===== src/design/tdpc_pkg.sv =====
`default_nettype none

package tdpc_pkg;

  // Field widths
  localparam int unsigned NUMBER_BITS = 31;
  localparam int unsigned SLOT_BITS   = 8;
  localparam int unsigned BUDGET_BITS = 16;
  localparam int unsigned VALUE_BITS  = 32;

  // Divisor never passes floor(sqrt(2^NUMBER_BITS)) + 1
  localparam int unsigned DIV_BITS = NUMBER_BITS / 2 + 1;
  localparam int unsigned SQ_BITS  = 2 * DIV_BITS;
  // Bit counter of the remainder unit, holds NUMBER_BITS itself
  localparam int unsigned CNT_BITS = $clog2(NUMBER_BITS + 1);

  // Stream word widths, padded to whole bytes
  localparam int unsigned IN_RAW_BITS  = NUMBER_BITS + SLOT_BITS;
  localparam int unsigned IN_TDATA_W   = ((IN_RAW_BITS + 7) / 8) * 8;
  localparam int unsigned OUT_RAW_BITS = SLOT_BITS + 2 + VALUE_BITS;
  localparam int unsigned OUT_TDATA_W  = ((OUT_RAW_BITS + 7) / 8) * 8;

  localparam logic [BUDGET_BITS-1:0] BUDGET_RESET = '1;

  typedef enum logic [1:0] {
    V_NOT_PRIME = 2'd0,
    V_PRIME     = 2'd1,
    V_TIMEOUT   = 2'd2
  } verdict_e;

  // Status of the shared remainder unit
  typedef struct packed {
    logic done;
    logic zero;
  } rem_stat_t;

  // One finished result
  typedef struct packed {
    logic [VALUE_BITS-1:0] value;
    verdict_e              verdict;
    logic [SLOT_BITS-1:0]  slot;
  } result_t;

endpackage

`default_nettype wire


===== src/design/tdpc_rem_unit.sv =====
`default_nettype none

module tdpc_rem_unit
  import tdpc_pkg::*;
(
  input  wire logic                   clk_i,
  input  wire logic                   rst_ni,
  input  wire logic                   start_i,
  input  wire logic [NUMBER_BITS-1:0] dividend_i,
  input  wire logic [DIV_BITS-1:0]    divisor_i,
  output rem_stat_t                   stat_o
);

  logic                   busy_q, busy_d;
  logic                   done_q, done_d;
  logic [CNT_BITS-1:0]    cnt_q, cnt_d;
  logic [NUMBER_BITS-1:0] dvd_q, dvd_d;
  logic [DIV_BITS-1:0]    dvs_q, dvs_d;
  logic [DIV_BITS-1:0]    rem_q, rem_d;
  logic [DIV_BITS:0]      trial;
  logic [DIV_BITS:0]      diff;

  // Bring down one dividend bit and subtract the divisor if it fits
  always_comb begin
    trial = {rem_q, dvd_q[NUMBER_BITS-1]};
    diff  = trial - {1'b0, dvs_q};
  end

  always_comb begin
    busy_d = busy_q;
    done_d = 1'b0;
    cnt_d  = cnt_q;
    dvd_d  = dvd_q;
    dvs_d  = dvs_q;
    rem_d  = rem_q;
    if (start_i && !busy_q) begin
      busy_d = 1'b1;
      cnt_d  = CNT_BITS'(NUMBER_BITS);
      dvd_d  = dividend_i;
      dvs_d  = divisor_i;
      rem_d  = '0;
    end else if (busy_q) begin
      dvd_d = {dvd_q[NUMBER_BITS-2:0], 1'b0};
      if (trial >= {1'b0, dvs_q}) begin
        rem_d = diff[DIV_BITS-1:0];
      end else begin
        rem_d = trial[DIV_BITS-1:0];
      end
      cnt_d = cnt_q - CNT_BITS'(1);
      if (cnt_q == CNT_BITS'(1)) begin
        busy_d = 1'b0;
        done_d = 1'b1;
      end
    end
  end

  // Hold control state under reset
  always_ff @(posedge clk_i or negedge rst_ni) begin
    if (!rst_ni) begin
      busy_q <= 1'b0;
      done_q <= 1'b0;
      cnt_q  <= '0;
    end else begin
      busy_q <= busy_d;
      done_q <= done_d;
      cnt_q  <= cnt_d;
    end
  end

  always_ff @(posedge clk_i) begin
    dvd_q <= dvd_d;
    dvs_q <= dvs_d;
    rem_q <= rem_d;
  end

  assign stat_o.done = done_q;
  assign stat_o.zero = (rem_q == '0);

  // Done follows the last step of a busy run
  a_done_after_busy: assert property (@(posedge clk_i) disable iff (!rst_ni)
    done_q |-> $past(busy_q)) else $error("remainder done without a run");

  // A fresh run is only started while idle
  a_start_idle: assert property (@(posedge clk_i) disable iff (!rst_ni)
    busy_q |-> !start_i) else $error("remainder start while busy");

endmodule

`default_nettype wire


===== src/design/tdpc_ctrl.sv =====
`default_nettype none

module tdpc_ctrl
  import tdpc_pkg::*;
(
  input  wire logic                   clk_i,
  input  wire logic                   rst_ni,
  input  wire logic                   item_valid_i,
  output logic                        item_ready_o,
  input  wire logic [NUMBER_BITS-1:0] number_i,
  input  wire logic [SLOT_BITS-1:0]   slot_i,
  input  wire logic [BUDGET_BITS-1:0] budget_i,
  output logic                        res_valid_o,
  input  wire logic                   res_ready_i,
  output result_t                     res_o,
  output logic                        rem_start_o,
  output logic [NUMBER_BITS-1:0]      rem_dividend_o,
  output logic [DIV_BITS-1:0]         rem_divisor_o,
  input  wire rem_stat_t              rem_stat_i
);

  typedef enum logic [3:0] {
    ST_IDLE   = 4'b0001,
    ST_CHECK  = 4'b0010,
    ST_DIVIDE = 4'b0100,
    ST_DONE   = 4'b1000
  } state_e;

  state_e                 state_q, state_d;
  verdict_e               verdict_q, verdict_d;
  logic [NUMBER_BITS-1:0] num_q, num_d;
  logic [SLOT_BITS-1:0]   slot_q, slot_d;
  logic [DIV_BITS-1:0]    div_q, div_d;
  logic [SQ_BITS-1:0]     sq_q, sq_d;
  logic [BUDGET_BITS-1:0] tests_q, tests_d;
  logic [VALUE_BITS-1:0]  num_ext;

  // Sequence the divisor loop
  always_comb begin
    state_d     = state_q;
    verdict_d   = verdict_q;
    num_d       = num_q;
    slot_d      = slot_q;
    div_d       = div_q;
    sq_d        = sq_q;
    tests_d     = tests_q;
    rem_start_o = 1'b0;
    unique case (state_q)
      ST_IDLE: begin
        if (item_valid_i) begin
          num_d   = number_i;
          slot_d  = slot_i;
          div_d   = DIV_BITS'(2);
          sq_d    = SQ_BITS'(4);
          tests_d = '0;
          if (number_i < NUMBER_BITS'(2)) begin
            verdict_d = V_NOT_PRIME;
            state_d   = ST_DONE;
          end else begin
            state_d = ST_CHECK;
          end
        end
      end
      ST_CHECK: begin
        if (sq_q > SQ_BITS'(num_q)) begin
          verdict_d = V_PRIME;
          state_d   = ST_DONE;
        end else if (tests_q >= budget_i) begin
          verdict_d = V_TIMEOUT;
          state_d   = ST_DONE;
        end else begin
          rem_start_o = 1'b1;
          state_d     = ST_DIVIDE;
        end
      end
      ST_DIVIDE: begin
        if (rem_stat_i.done) begin
          tests_d = tests_q + BUDGET_BITS'(1);
          if (rem_stat_i.zero) begin
            verdict_d = V_NOT_PRIME;
            state_d   = ST_DONE;
          end else begin
            // (d+1)^2 = d^2 + 2d + 1
            div_d   = div_q + DIV_BITS'(1);
            sq_d    = sq_q + SQ_BITS'({div_q, 1'b1});
            state_d = ST_CHECK;
          end
        end
      end
      ST_DONE: begin
        if (res_ready_i) begin
          state_d = ST_IDLE;
        end
      end
      default: begin
        state_d = ST_IDLE;
      end
    endcase
  end

  always_ff @(posedge clk_i or negedge rst_ni) begin
    if (!rst_ni) begin
      state_q   <= ST_IDLE;
      verdict_q <= V_NOT_PRIME;
      tests_q   <= '0;
    end else begin
      state_q   <= state_d;
      verdict_q <= verdict_d;
      tests_q   <= tests_d;
    end
  end

  always_ff @(posedge clk_i) begin
    num_q  <= num_d;
    slot_q <= slot_d;
    div_q  <= div_d;
    sq_q   <= sq_d;
  end

  assign item_ready_o   = (state_q == ST_IDLE);
  assign res_valid_o    = (state_q == ST_DONE);
  assign rem_dividend_o = num_q;
  assign rem_divisor_o  = div_q;

  // Build the signed answer from the verdict
  assign num_ext = VALUE_BITS'(num_q);
  always_comb begin
    res_o.slot    = slot_q;
    res_o.verdict = verdict_q;
    case (verdict_q)
      V_PRIME:     res_o.value = num_ext;
      V_NOT_PRIME: res_o.value = VALUE_BITS'(0) - num_ext;
      default:     res_o.value = '1;
    endcase
  end

  // The test count never runs past the budget while a number is in work
  a_budget: assert property (@(posedge clk_i) disable iff (!rst_ni)
    (state_q == ST_CHECK || state_q == ST_DIVIDE) |-> (tests_q <= budget_i))
    else $error("test count beyond budget");

  // A prime verdict is only given once the divisor square passed the number
  a_prime_bound: assert property (@(posedge clk_i) disable iff (!rst_ni)
    (state_q == ST_DONE && verdict_q == V_PRIME) |-> (sq_q > SQ_BITS'(num_q)))
    else $error("prime verdict before square bound");

endmodule

`default_nettype wire


===== src/design/trial_division_prime_check_core.sv =====
`default_nettype none

// Trial-division primality checker.
// Input words arrive on s_axis: a 31-bit number and an 8-bit slot tag.
// Each word yields exactly one output word on m_axis: the slot tag, a verdict
// (0 not prime, 1 prime, 2 timed out) and a signed value (+n, -n or -1).
// The cfg channel writes the 16-bit budget of divisor tests per number;
// it is always ready. The user must write it only between items; the
// block itself does not enforce this. One number is in work at a time;
// s_axis_tready_o is high only while the sequencer is idle. Numbers below
// two go straight to a result with no divisor test. Otherwise each divisor
// test runs a check state, one remainder step per dividend bit in the
// shared remainder unit, and a divide state that takes its result.
// The finished word sits in an output register; a new number is accepted
// while it waits, but the next result stalls in the sequencer until the
// receiver takes the old one.
// Reset empties the output register, idles the sequencer and sets the
// budget to 65535.

module trial_division_prime_check_core
  import tdpc_pkg::*;
(
  input  wire logic                   clk_i,
  input  wire logic                   rst_ni,
  input  wire logic                   s_axis_tvalid_i,
  output logic                        s_axis_tready_o,
  // [30:0] number, [38:31] slot, [39] zero
  input  wire logic [IN_TDATA_W-1:0]  s_axis_tdata_i,
  output logic                        m_axis_tvalid_o,
  input  wire logic                   m_axis_tready_i,
  // [7:0] slot_out, [9:8] verdict, [41:10] signed_value, [47:42] zero
  output logic [OUT_TDATA_W-1:0]      m_axis_tdata_o,
  input  wire logic                   cfg_valid_i,
  output logic                        cfg_ready_o,
  input  wire logic [BUDGET_BITS-1:0] cfg_data_i
);

  logic [BUDGET_BITS-1:0] budget_q, budget_d;
  logic                   out_valid_q, out_valid_d;
  result_t                out_res_q, out_res_d;
  logic                   res_valid;
  logic                   res_ready;
  result_t                res;
  logic                   rem_start;
  logic [NUMBER_BITS-1:0] rem_dividend;
  logic [DIV_BITS-1:0]    rem_divisor;
  rem_stat_t              rem_stat;

  tdpc_ctrl u_ctrl (
    .clk_i          (clk_i),
    .rst_ni         (rst_ni),
    .item_valid_i   (s_axis_tvalid_i),
    .item_ready_o   (s_axis_tready_o),
    .number_i       (s_axis_tdata_i[NUMBER_BITS-1:0]),
    .slot_i         (s_axis_tdata_i[NUMBER_BITS +: SLOT_BITS]),
    .budget_i       (budget_q),
    .res_valid_o    (res_valid),
    .res_ready_i    (res_ready),
    .res_o          (res),
    .rem_start_o    (rem_start),
    .rem_dividend_o (rem_dividend),
    .rem_divisor_o  (rem_divisor),
    .rem_stat_i     (rem_stat)
  );

  tdpc_rem_unit u_rem (
    .clk_i      (clk_i),
    .rst_ni     (rst_ni),
    .start_i    (rem_start),
    .dividend_i (rem_dividend),
    .divisor_i  (rem_divisor),
    .stat_o     (rem_stat)
  );

  // Take budget writes at any time
  assign cfg_ready_o = 1'b1;
  always_comb begin
    budget_d = budget_q;
    if (cfg_valid_i) begin
      budget_d = cfg_data_i;
    end
  end

  // Load the output register when it is empty or being drained
  assign res_ready = !out_valid_q || m_axis_tready_i;
  always_comb begin
    out_valid_d = out_valid_q;
    out_res_d   = out_res_q;
    if (m_axis_tready_i) begin
      out_valid_d = 1'b0;
    end
    if (res_valid && res_ready) begin
      out_valid_d = 1'b1;
      out_res_d   = res;
    end
  end

  always_ff @(posedge clk_i or negedge rst_ni) begin
    if (!rst_ni) begin
      budget_q    <= BUDGET_RESET;
      out_valid_q <= 1'b0;
    end else begin
      budget_q    <= budget_d;
      out_valid_q <= out_valid_d;
    end
  end

  always_ff @(posedge clk_i) begin
    out_res_q <= out_res_d;
  end

  assign m_axis_tvalid_o = out_valid_q;
  assign m_axis_tdata_o  = OUT_TDATA_W'({out_res_q.value, out_res_q.verdict, out_res_q.slot});

  // A result may only be loaded when the register has room
  a_no_overwrite: assert property (@(posedge clk_i) disable iff (!rst_ni)
    (out_valid_q && !m_axis_tready_i) |-> !(res_valid && res_ready))
    else $error("output word overwritten");

endmodule

`default_nettype wire


===== config.mk =====
export PLATFORM = sky130hd
export DESIGN_NAME = trial_division_prime_check_core
export DESIGN_NICKNAME = d
export VERILOG_FILES = /design/src/design/tdpc_pkg.sv /design/src/design/tdpc_rem_unit.sv /design/src/design/tdpc_ctrl.sv /design/src/design/trial_division_prime_check_core.sv
export SDC_FILE = /design/constraint.sdc
export NUM_CORES = 1
export LEC_CHECK = 0
export BUFFER_PORTS_ARGS = -buffer_cell sky130_fd_sc_hd__buf_4
export CAP_MARGIN = 5
export CORE_ASPECT_RATIO = 1.75
export CORE_MARGIN = 2
export CORE_UTILIZATION = 35
export DETAILED_ROUTE_END_ITERATION = 6
export GPL_ROUTABILITY_DRIVEN = 0
export PLACE_DENSITY = 0.51
export SETUP_SLACK_MARGIN = 0.5
export SLEW_MARGIN = 20
export SYNTH_ARGS = -nofsm -noshare
export SYNTH_HDL_FRONTEND = slang
export SYNTH_HIERARCHICAL = 1
export SYNTH_SLANG_ARGS = --single-unit

===== constraint.sdc =====
create_clock -name clk_i -period 4.8 [get_ports clk_i]
set_input_delay 0 -clock clk_i [delete_from_list [all_inputs] [get_ports clk_i]]
set_output_delay 0 -clock clk_i [all_outputs]
set_load 0.01 [all_outputs]

==> metrics.md, run 1 <==
| Metric | Value |
|---|---|
| Max-slew violation count | 0 |
| Total Wirelength | 34.7 mm |
| Final setup fails | 0 |
| WP data arrival | 4.02 ns |
| Startpoint types | flop |
| First-pass GRT wire length | 54.4 mm |
| Crit Path Max Fanout | 31 |
| Highest-count cells in the layout ignoring fill and taps | edfxtp_1 (176), buf_4 (117), inv_1 (91), nand2_1 (84), ha_1 (84) |
| Hold Fails Final Rpt | 0 |
| Non-filler cells, final | 1900 |
| Max clock buf depth | 3 |
| Detailed placement HPWL | 25.3 mm |
| Max-cap viol count | 0 |
| H-Tree Level Count | 1 |
| Num CTS Buffers | 25 |
| DRC Markers | 0 |
| Setup WS post-layout | 1.08 ns |
| Pre-CTS WS | 1.00 ns |
| Skew-Pair Late Insertion Delay | 0.55 ns |
| Setup Total Neg Slack | 0 ns |
| DRT iter0 DRCs | 605 |
| Starting Density | 35.3% |
| Placed cells | 1778 |
| Worst Tran Pin Value | 0.816 ns |
| Cells after synthesis | 1218 |
| GRT overflow | 0 |
| Layout area overhead | 21.7% |
| Drt first pass iters | 5 |
| Worst setup path category | reg -> reg |
| RSZ-0062 raised after global routing | false |
| Share of cells above drive strength 1 | 18.5% |
| Ys Warns | 6 |
| Period utilization | 77.5% |
| Maximum vdd ir drop | 302 uV |
| Hold Crit Class | in -> reg |
| Outcome | finished clean |
| Crit. End Element | flop |
| Peak Freq | 0.269 GHz |
| Core footprint | 38200 um2 |
| Root Driver | clkbuf_16 |
| TritonCTS clock tree | built |
| Remaining antenna violation count after routing | 0 |
| Skew final | 0.0162 ns |
| Io pins | 112 |
| Clk sinks | 238 |
| Top FF cell, synth | edfxtp_1 |
| Chip width | 152 um |
| Die height | 263 um |
| Die area | 40100 um2 |
| Sequential fraction of the synthesis area | 50.3% |
| Cell Rows | 95 |
| Nets | 1543 |
| Most common library cell in the layout ignoring fill and taps | edfxtp_1 |
| Synthesized flop and latch total | 238 |
| Diode count | 0 |
| Wire per inst | 18.3 um |
| Post_cts resized | 0 |
| Initial antenna violation count | 0 |
| Clock transition at the registers of the reported paths | 0.06 ns |
| Crit path required time | 5.10 ns |
| PortBufs | 103 |
| Netlist cell types | 83 |
| PD cells | 539 nW/um2 |
| Syn_area_per_cell | 11.1 um2 |
| Vias in the first global route | 10100 |
| Leak Pwr | 6.46 nW |
| Total Power | 8.83 mW |
| Slew HR | 45.0% |
| Pin count of the biggest net entering global routing | 45 |
| Syn Std Cell Area | 13500 um2 |
| Period minus WS final | 3.72 ns |
| Via-to-Cell Ratio | 5.28 |
| Hold_ws | 0.171 ns |
| Post-synth ARST share | 19.3% |
| Post-CTS setup buffers | 0 |
| Vias | 10000 |
| Post-synth EDFFs | 176 |
| GRT Total Usage | 16.9% |
registers in the layout, indices dropped and copies added, names as in the netlist, 2 cells and up:
register,cells
m_axis_tdata_o,42
u_ctrl/sq_q,32
u_ctrl/rem_dividend_o,31
u_rem/dvd_q,31
budget_q,16
u_ctrl/rem_divisor_o,16
u_ctrl/tests_q,16
u_rem/dvs_q,16
u_rem/rem_q,16
u_ctrl/slot_q,8
u_rem/cnt_q,5
u_ctrl/state_q,4
u_ctrl/verdict_q,2
power by group:
group,switching [mW],internal [mW]
clock network,0.842,1.33
registers,0.481,2.97
logic,1.83,1.38
critical path: stages (launching register included):
cell	delay, ns
dfstp_2	0.53
inv_1	0.04
ha_1	0.30
a21oi_1	0.16
o21ai_0	0.10
a221oi_1	0.62
and2_1	0.25
nand2_1	0.09
nor2_1	0.34
nor2b_4	0.23
buf_4	0.39
mux2_2	0.40
per-stage QoR:
step / cell area (um2) / util (%)
floorplan: 13500 / -
global placement: 14700 / 38.5
detailed placement: 14700 / 38.5
CTS: 16400 / 42.9
global route: 16400 / 42.9
finish: 16400 / 42.9
Yosys cell counts, types with 29 or more instances:
master	number	area share, %
nand2b_1	32	1.5
nor3_1	33	1.2
dfrtp_1	29	5.4
nand2_1	84	2.3
xnor2_1	43	2.8
nor2_1	72	2.0
inv_1	91	2.5
edfxtp_1	176	39
a21oi_1	67	2.5
ha_1	84	7.8
o21ai_0	53	2.0
mux2_2	36	3.0
per-layer routing:
metal	vias up	share of wire [%]	track usage (%)	wire [um]
li1	4842	-	-	-
met1	4904	37	17.7	12800
met2	224	56	33.6	19600
met3	66	3.6	2.04	1240
met4	0	3.1	6.31	1090
met5	-	0	0	0
final cells by class:
| type | count | area (um2) |
|---|---|---|
| inverter | 91 | 342 |
| tap | 485 | 607 |
| timing repair buffer | 193 | 1640 |
| fill | 3541 | 21800 |
| multi-input combinational | 847 | 6110 |
| clock inverter | 17 | 265 |
| clock buffer | 29 | 641 |
| sequential | 238 | 6780 |
logic make-up after synthesis:
| family | count (synthesis) | share of synthesized area [%] |
|---|---|---|
| AND/OR/NAND/NOR | 380 | 15.1 |
| AO/OA/AOI/OAI | 258 | 13.0 |
| flip-flops | 238 | 50.3 |
| buffers and inverters | 138 | 4.70 |
| adder cells (fa/ha/maj) | 86 | 8.10 |
| XOR/XNOR | 63 | 4.10 |
| multiplexers | 53 | 4.65 |
| other | 2 | 0.0558 |
timing repair:
action | in CTS | in global routing
endpoints found under the hold margin | 107 | 0
hold buffers | 76 | 0
endpoints found under the setup margin | 0 | 0
path summary, 6_finish.rpt:
kind                                         start            endpoint  slack [ns]  cells after the start
worst max-delay path                   budget_q[9]     u_rem/dvd_q[21]        1.08                     11
worst min-delay path            s_axis_tdata_i[35]    u_ctrl/slot_q[4]        0.17                      2
worst max register to register         budget_q[9]     u_rem/dvd_q[21]        1.08                     11
worst min register to register    u_ctrl/slot_q[1]   m_axis_tdata_o[1]        0.42                      0
max in group asynchronous                   rst_ni  u_ctrl/tests_q[14]        3.28                      4
min in group asynchronous                   rst_ni  u_ctrl/tests_q[12]        0.53                      3
Note: power is estimated with default switching activity, not from simulation.
==> run 2: changes to the inputs <==
==> constraint.sdc (replaced) <==
create_clock -name clk_i -period 3.3 [get_ports clk_i]
set_input_delay 0 -clock clk_i [delete_from_list [all_inputs] [get_ports clk_i]]
set_output_delay 0 -clock clk_i [all_outputs]
set_load 0.01 [all_outputs]
==> run 2 against run 1 <==
Cell area rose by 5.7%. Register-to-register slack got worse by 0.80 ns. Wire length rose by 9.6%. Final cell count rose by 3.9%. Hold slack got worse by 0.16 ns. Maximum frequency rose by 23%. Highest routed layer unchanged. Via count rose by 2.5%.
==> metrics.md, run 2 (synthesis gave the netlist of run 1 again) <==
| Metric | Value |
|---|---|
| Outcome | finished clean (unchanged) |
| Switch share | 36.4% (was 35.7%) |
| GRT overflow | 0 (unchanged) |
| Hold_ws | 0.0129 ns (was 0.171 ns) |
| Share of cells above drive strength 1 | 24.5% (was 18.5%) |
| Die area | 40100 um2 (unchanged) |
| GRT Total Usage | 18.7% (was 16.9%) |
| Crit path required time | 3.60 ns (was 5.10 ns) |
| Vias in the first global route | 10700 (was 10100) |
| Initial antenna violation count | 0 (unchanged) |
| Worst setup path category | reg -> reg (unchanged) |
| Detailed placement HPWL | 27.8 mm (was 25.3 mm) |
| Comb power frac | 42.1% (was 36.3%) |
| Filler Cell Count | 3531 (was 3541) |
| PortBufs | 103 (unchanged) |
| Multi-input logic area | 6340 um2 (was 6110 um2) |
| PD cells | 775 nW/um2 (was 539 nW/um2) |
| Skew-Pair Late Insertion Delay | 0.56 ns (was 0.55 ns) |
| Max-slew violation count | 0 (unchanged) |
| Root Driver | clkbuf_16 (unchanged) |
| Max-cap viol count | 0 (unchanged) |
| Reg2Reg Setup Slack | 0.27 ns (was 1.08 ns) |
| Worst Tran Pin Value | 0.768 ns (was 0.816 ns) |
| Diode count | 0 (unchanged) |
| Crit. End Element | flop (unchanged) |
| Setup Total Neg Slack | 0 ns (unchanged) |
| Remaining antenna violation count after routing | 0 (unchanged) |
| Io pins | 112 (unchanged) |
| R2r endpoint | u_rem/dvd_q[17] (was u_rem/dvd_q[21]) |
| Leak Pwr | 6.90 nW (was 6.46 nW) |
| Most common library cell in the layout ignoring fill and taps | edfxtp_1 (unchanged) |
| Core footprint | 38200 um2 (unchanged) |
| Drt first pass iters | 5 (unchanged) |
| RSZ-0062 raised after global routing | true (was false) |
| Highest-count cells in the layout ignoring fill and taps | edfxtp_1 (176), buf_4 (175), inv_1 (89), nand2_1 (83) (was edfxtp_1 (176), buf_4 (117), inv_1 (91), nand2_1 (84), ha_1 (84)) |
| DRT iter0 DRCs | 524 (was 605) |
| Non-filler cells, final | 1975 (was 1900) |
| DRC Markers | 0 (unchanged) |
| FF-to-FF Start | u_ctrl/sq_q[10] (was budget_q[9]) |
| Clk pwr share | 20.9% (was 24.6%) |
| Crit Path Max Fanout | 10 (was 31) |
| Pre-CTS WS | 0.109 ns (was 1.00 ns) |
| Nets | 1619 (was 1543) |
| Cell Rows | 95 (unchanged) |
| First-pass GRT wire length | 59.2 mm (was 54.4 mm) |
| Die height | 263 um (unchanged) |
| Pin count of the biggest net entering global routing | 55 (was 45) |
| H-Tree Level Count | 1 (unchanged) |
| TritonCTS clock tree | built (unchanged) |
| Chip width | 152 um (unchanged) |
| Period minus WS final | 3.03 ns (was 3.72 ns) |
| Wire per inst | 19.2 um (was 18.3 um) |
| Starting Density | 35.3% (unchanged) |
| Num CTS Buffers | 25 (unchanged) |
| Period utilization | 91.7% (was 77.5%) |
| Hold Fails Final Rpt | 0 (unchanged) |
| Hold Crit Class | in -> async (was in -> reg) |
| Clk sinks | 238 (unchanged) |
| Slew HR | 48.8% (was 45.0%) |
| Flip-flop count of the largest register after layout | 42 (unchanged) |
| Total Wirelength | 38.0 mm (was 34.7 mm) |
| Peak Freq | 0.330 GHz (was 0.269 GHz) |
| WP data arrival | 3.33 ns (was 4.02 ns) |
| Sequential share of power | 37.0% (was 39.1%) |
| Max clock buf depth | 3 (unchanged) |
| Layout area overhead | 28.6% (was 21.7%) |
| Power Internal | 8.54 mW (was 5.68 mW) |
| Final setup fails | 0 (unchanged) |
| Vias | 10300 (was 10000) |
| Reg area | 6780 um2 (about the same) |
| Placed cells | 1823 (was 1778) |
| Clock transition at the registers of the reported paths | 0.06 ns (about the same) |
| Startpoint types | flop (unchanged) |
| Total Power | 13.4 mW (was 8.83 mW) |
| Skew final | 0.0245 ns (was 0.0162 ns) |
| Via-to-Cell Ratio | 5.21 (was 5.28) |
| Setup WS post-layout | 0.274 ns (was 1.08 ns) |
| Net Switching | 4.89 mW (was 3.15 mW) |
| Worst R2R Path Depth | 11 (unchanged) |
| Maximum vdd ir drop | 469 uV (was 302 uV) |
==> run 2: cell count changes in the layout (fill, tap and decap cells not counted), sizes merged <==
cell	before	now
bufbuf	0	1
clkbuf	29	34
clkinv	8	9
bufinv	7	2
dlygate4sd3	76	74
buf	117	193
inv	92	91
==> run 2: worst max-delay path by stage <==
stage | cells past startpoint | startpoint | endpoint
2_1_floorplan | 10 | u_ctrl/rem_dividend_o[5] | u_rem/dvd_q[0]
3_3_place_gp | 12 | u_ctrl/rem_dividend_o[9] | u_rem/dvd_q[21]
3_5_place_dp | 11 | u_ctrl/sq_q[10] | u_rem/dvd_q[20]
4_1_cts | 13 | budget_q[9] | u_rem/dvd_q[8]
5_1_grt | 11 | u_ctrl/sq_q[10] | u_rem/dvd_q[10]
6_report | 11 | u_ctrl/sq_q[10] | u_rem/dvd_q[17]
==> run 2: metrics by stage <==
stage / util [%] / cell area [um2]
6_report: 45.4 / 17300
4_1_cts: 44.7 / 17100
5_1_grt: 45.4 / 17300
3_3_place_gp: 39.6 / 15100
2_1_floorplan: - / 13600
3_5_place_dp: 39.6 / 15100
==> run 2: power by group through the flow <==
stage	logic (mW)	registers, mW	clock network (mW)
after floorplan	3.50	4.80	0
after global placement	5.01	5.02	0
after detailed placement	5.04	5.04	0
after CTS	5.50	4.97	2.91
after global routing	6.21	5.06	3.01
final	5.65	4.97	2.81
==> run 2: worst max-delay path, cell delays in order (launching register included) <==
cell and delay [ns]:
edfxtp_1 0.43, ha_1 0.32, nand4_1 0.13, or4_4 0.53, nor2_4 0.14, nand3_2 0.07, a22o_1 0.24, nor2_2 0.12
nor2b_4 0.21, buf_6 0.12, buf_12 0.12, mux2_2 0.34
==> run 2: what timing repair did <==
item,in CTS,in global routing
resized for setup,32,27
gates cloned,5,1
endpoints found under the setup margin,107,112
pin swaps,9,5
buffers inserted,16,11
endpoints found under the hold margin,105,0
hold buffers,74,0
==> run 2: final cells by class <==
class,count,share of cell area [%]
clock inverters,12,0.679
inverters,91,1.99
clock buffers,33,3.90
well taps,485,3.50
repair buffers,269,14.1
flip-flops and latches,238,39.2
multi-input cells,847,36.6
==> run 2: per-layer routing <==
metal	track usage (%)	vias to the layer above	share of wire, %
li1	-	5000	-
met4	8.84	0	4.9
met3	1.81	78	2.3
met5	0	-	0
met2	37.2	172	57
met1	19.2	5036	36
==> run 3: changes to the inputs <==
--- a/config.mk
+++ b/config.mk
@@ -12,6 +12,7 @@
 export CORE_UTILIZATION = 35
 export DETAILED_ROUTE_END_ITERATION = 6
 export GPL_ROUTABILITY_DRIVEN = 0
+export GPL_TIMING_DRIVEN = 0
 export PLACE_DENSITY = 0.51
 export SETUP_SLACK_MARGIN = 0.5
 export SLEW_MARGIN = 20
==> run 3 against run 2 <==
First-iteration DRC count down 9.7%. Sequential cell count unchanged. Highest routed layer unchanged. Sequential power up 0.8%. Largest power group unchanged. Critical path type unchanged. Critical endpoint is now u_rem/dvd_q[14]. Wire length up 0.90%. Via count up 0.96%.
==> metrics.md, run 3 (synthesis gave the netlist of run 1 again) <==
| Metric | Value |
|---|---|
| Diode count | 0 (unchanged) |
| Max-slew violation count | 0 (unchanged) |
| Net Switching | 5.05 mW (was 4.89 mW) |
| Wire per inst | 19.3 um (was 19.2 um) |
| Comb power frac | 42.7% (was 42.1%) |
| Cell Rows | 95 (unchanged) |
| Clock transition at the registers of the reported paths | 0.07 ns (was 0.06 ns) |
| Detailed placement HPWL | 27.8 mm (about the same) |
| Crit. End Element | flop (unchanged) |
| Vias in the first global route | 10800 (was 10700) |
| PortBufs | 102 (was 103) |
| Period utilization | 95.4% (was 91.7%) |
| Total Wirelength | 38.4 mm (was 38.0 mm) |
| Non-filler cells, final | 1984 (was 1975) |
| Period minus WS final | 3.15 ns (was 3.03 ns) |
| Nets | 1628 (was 1619) |
| Total Power | 13.6 mW (was 13.4 mW) |
| Hold_ws | 0.0293 ns (was 0.0129 ns) |
| H-Tree Level Count | 1 (unchanged) |
| Flip-flop count of the largest register after layout | 42 (unchanged) |
| Max clock buf depth | 3 (unchanged) |
| Pin count of the biggest net entering global routing | 49 (was 55) |
| Outcome | finished clean (unchanged) |
| Die area | 40100 um2 (unchanged) |
| RSZ-0062 raised after global routing | true (unchanged) |
| Worst setup path category | reg -> reg (unchanged) |
| Crit path required time | 3.61 ns (was 3.60 ns) |
| Most common library cell in the layout ignoring fill and taps | edfxtp_1 (unchanged) |
| Highest-count cells in the layout ignoring fill and taps | edfxtp_1 (176), buf_4 (142), inv_1 (88), nand2_1 (80), ha_1 (78) (was edfxtp_1 (176), buf_4 (175), inv_1 (89), nand2_1 (83)) |
| Io pins | 112 (unchanged) |
| Initial antenna violation count | 0 (unchanged) |
| Reg2Reg Setup Slack | 0.15 ns (was 0.27 ns) |
| Sequential share of power | 36.7% (was 37.0%) |
| Worst R2R Path Depth | 12 (was 11) |
| Hold Fails Final Rpt | 0 (unchanged) |
| Maximum vdd ir drop | 487 uV (was 469 uV) |
| Cell area after layout | 17700 um2 (was 17300 um2) |
| DRC Markers | 0 (unchanged) |
| Hold Crit Class | in -> async (unchanged) |
| Final setup fails | 0 (unchanged) |
| Drt first pass iters | 5 (unchanged) |
| TritonCTS clock tree | built (unchanged) |
| Chip width | 152 um (unchanged) |
| Skew-Pair Late Insertion Delay | 0.55 ns (was 0.56 ns) |
| Skew final | 0.0348 ns (was 0.0245 ns) |
| Root Driver | clkbuf_16 (unchanged) |
| Area after DPL | 15000 um2 (was 15100 um2) |
| WP data arrival | 3.45 ns (was 3.33 ns) |
| Clk pwr share | 20.6% (was 20.9%) |
| Via-to-Cell Ratio | 5.23 (was 5.21) |
| Num CTS Buffers | 24 (was 25) |
| Crit Path Max Fanout | 8 (was 10) |
| Power Internal | 8.59 mW (was 8.54 mW) |
| Placed cells | 1813 (was 1823) |
| GRT overflow | 0 (unchanged) |
| Core footprint | 38200 um2 (unchanged) |
| Peak Freq | 0.318 GHz (was 0.330 GHz) |
| Die height | 263 um (unchanged) |
| Max-cap viol count | 0 (unchanged) |
| First-pass GRT wire length | 58.8 mm (was 59.2 mm) |
| Slew HR | 40.7% (was 48.8%) |
| Clk sinks | 238 (unchanged) |
| Share of cells above drive strength 1 | 25.2% (was 24.5%) |
| Startpoint types | flop (unchanged) |
| Vias | 10400 (was 10300) |
| FF-to-FF Start | u_ctrl/rem_dividend_o[9] (was u_ctrl/sq_q[10]) |
| DRT iter0 DRCs | 473 (was 524) |
| Layout area overhead | 31.1% (was 28.6%) |
| Remaining antenna violation count after routing | 0 (unchanged) |
| PD cells | 773 nW/um2 (was 775 nW/um2) |
| R2r endpoint | u_rem/dvd_q[14] (was u_rem/dvd_q[17]) |
| Worst Tran Pin Value | 0.877 ns (was 0.768 ns) |
| Leak Pwr | 7.01 nW (was 6.90 nW) |
| Starting Density | 35.3% (unchanged) |
| GRT Total Usage | 18.6% (was 18.7%) |
| Switch share | 37.0% (was 36.4%) |
[run 3: cell type report]
type / count / area [um2]
plain buffers: 47 / 370
clock buffers: 28 / 647
clock inverters: 16 / 159
fillers: 3552 / 20500
inverters: 91 / 345
multi-input cells: 847 / 6530
flip-flops and latches: 238 / 6780
well taps: 485 / 607
repair buffers: 231 / 2210
repair inverters: 1 / 7.51
[run 3: worst max-delay path by stage]
stage | from | to | slack (ns) | depth (start not counted)
after floorplan | u_ctrl/rem_dividend_o[5] | u_rem/dvd_q[0] | 0.29 | 10
after global placement | u_ctrl/rem_dividend_o[9] | u_rem/dvd_q[22] | -0.63 | 10
after detailed placement | u_ctrl/rem_dividend_o[9] | u_rem/dvd_q[22] | -0.60 | 10
after CTS | u_ctrl/sq_q[11] | u_rem/dvd_q[14] | 0.12 | 11
after global routing | u_ctrl/sq_q[9] | u_rem/dvd_q[14] | 0.07 | 11
final | u_ctrl/rem_dividend_o[9] | u_rem/dvd_q[14] | 0.15 | 12
[run 3: metal layers]
metal	global-route usage (%)	part of all wire (%)	wire length, um	vias up
met3	1.79	3.1	1210	69
met5	0	0	0	-
met4	7.58	4.0	1550	0
met1	18.7	36	13700	5068
li1	-	-	-	5020
met2	37.9	57	21900	228
[run 3: power groups by stage]
stage	Sequential, mW	Clock (mW)	Combinational (mW)
3_3_place_gp	5.08	0	4.72
2_1_floorplan	4.80	0	3.50
3_5_place_dp	5.08	0	4.83
5_1_grt	5.08	3.01	6.37
6_report	5.01	2.81	5.83
4_1_cts	4.99	2.90	5.55
[run 3: per-stage QoR]
stage	TNS (ns)	worst slack (ns)	utilization [%]
2_1_floorplan	0	0.291	-
3_3_place_gp	-28.27	-0.627	39.1
3_5_place_dp	-27.43	-0.603	39.3
4_1_cts	0	0.121	45.1
5_1_grt	0	0.0667	46.3
6_report	0	0.152	46.3
[run 3: worst max-delay path: stages (launching register included)]
cell and delay, ns:
edfxtp_1 0.38, inv_1 0.14, ha_4 0.30, nand4_1 0.11
or4_4 0.52, nor2_4 0.13, nand3_2 0.08, a22o_4 0.28
nor2_4 0.14, nor2b_4 0.19, buf_12 0.16, buf_8 0.13
mux2_2 0.33
[run 3: timing repair]
| action | 4_1_cts | 5_1_grt |
|---|---|---|
| setup buffers | 36 | 8 |
| pin swaps | 9 | 19 |
| endpoints found under the setup margin | 122 | 119 |
| cloned | 6 | 3 |
| hold buffers | 74 | 0 |
| resized for setup | 55 | 68 |
| endpoints found under the hold margin | 109 | 0 |
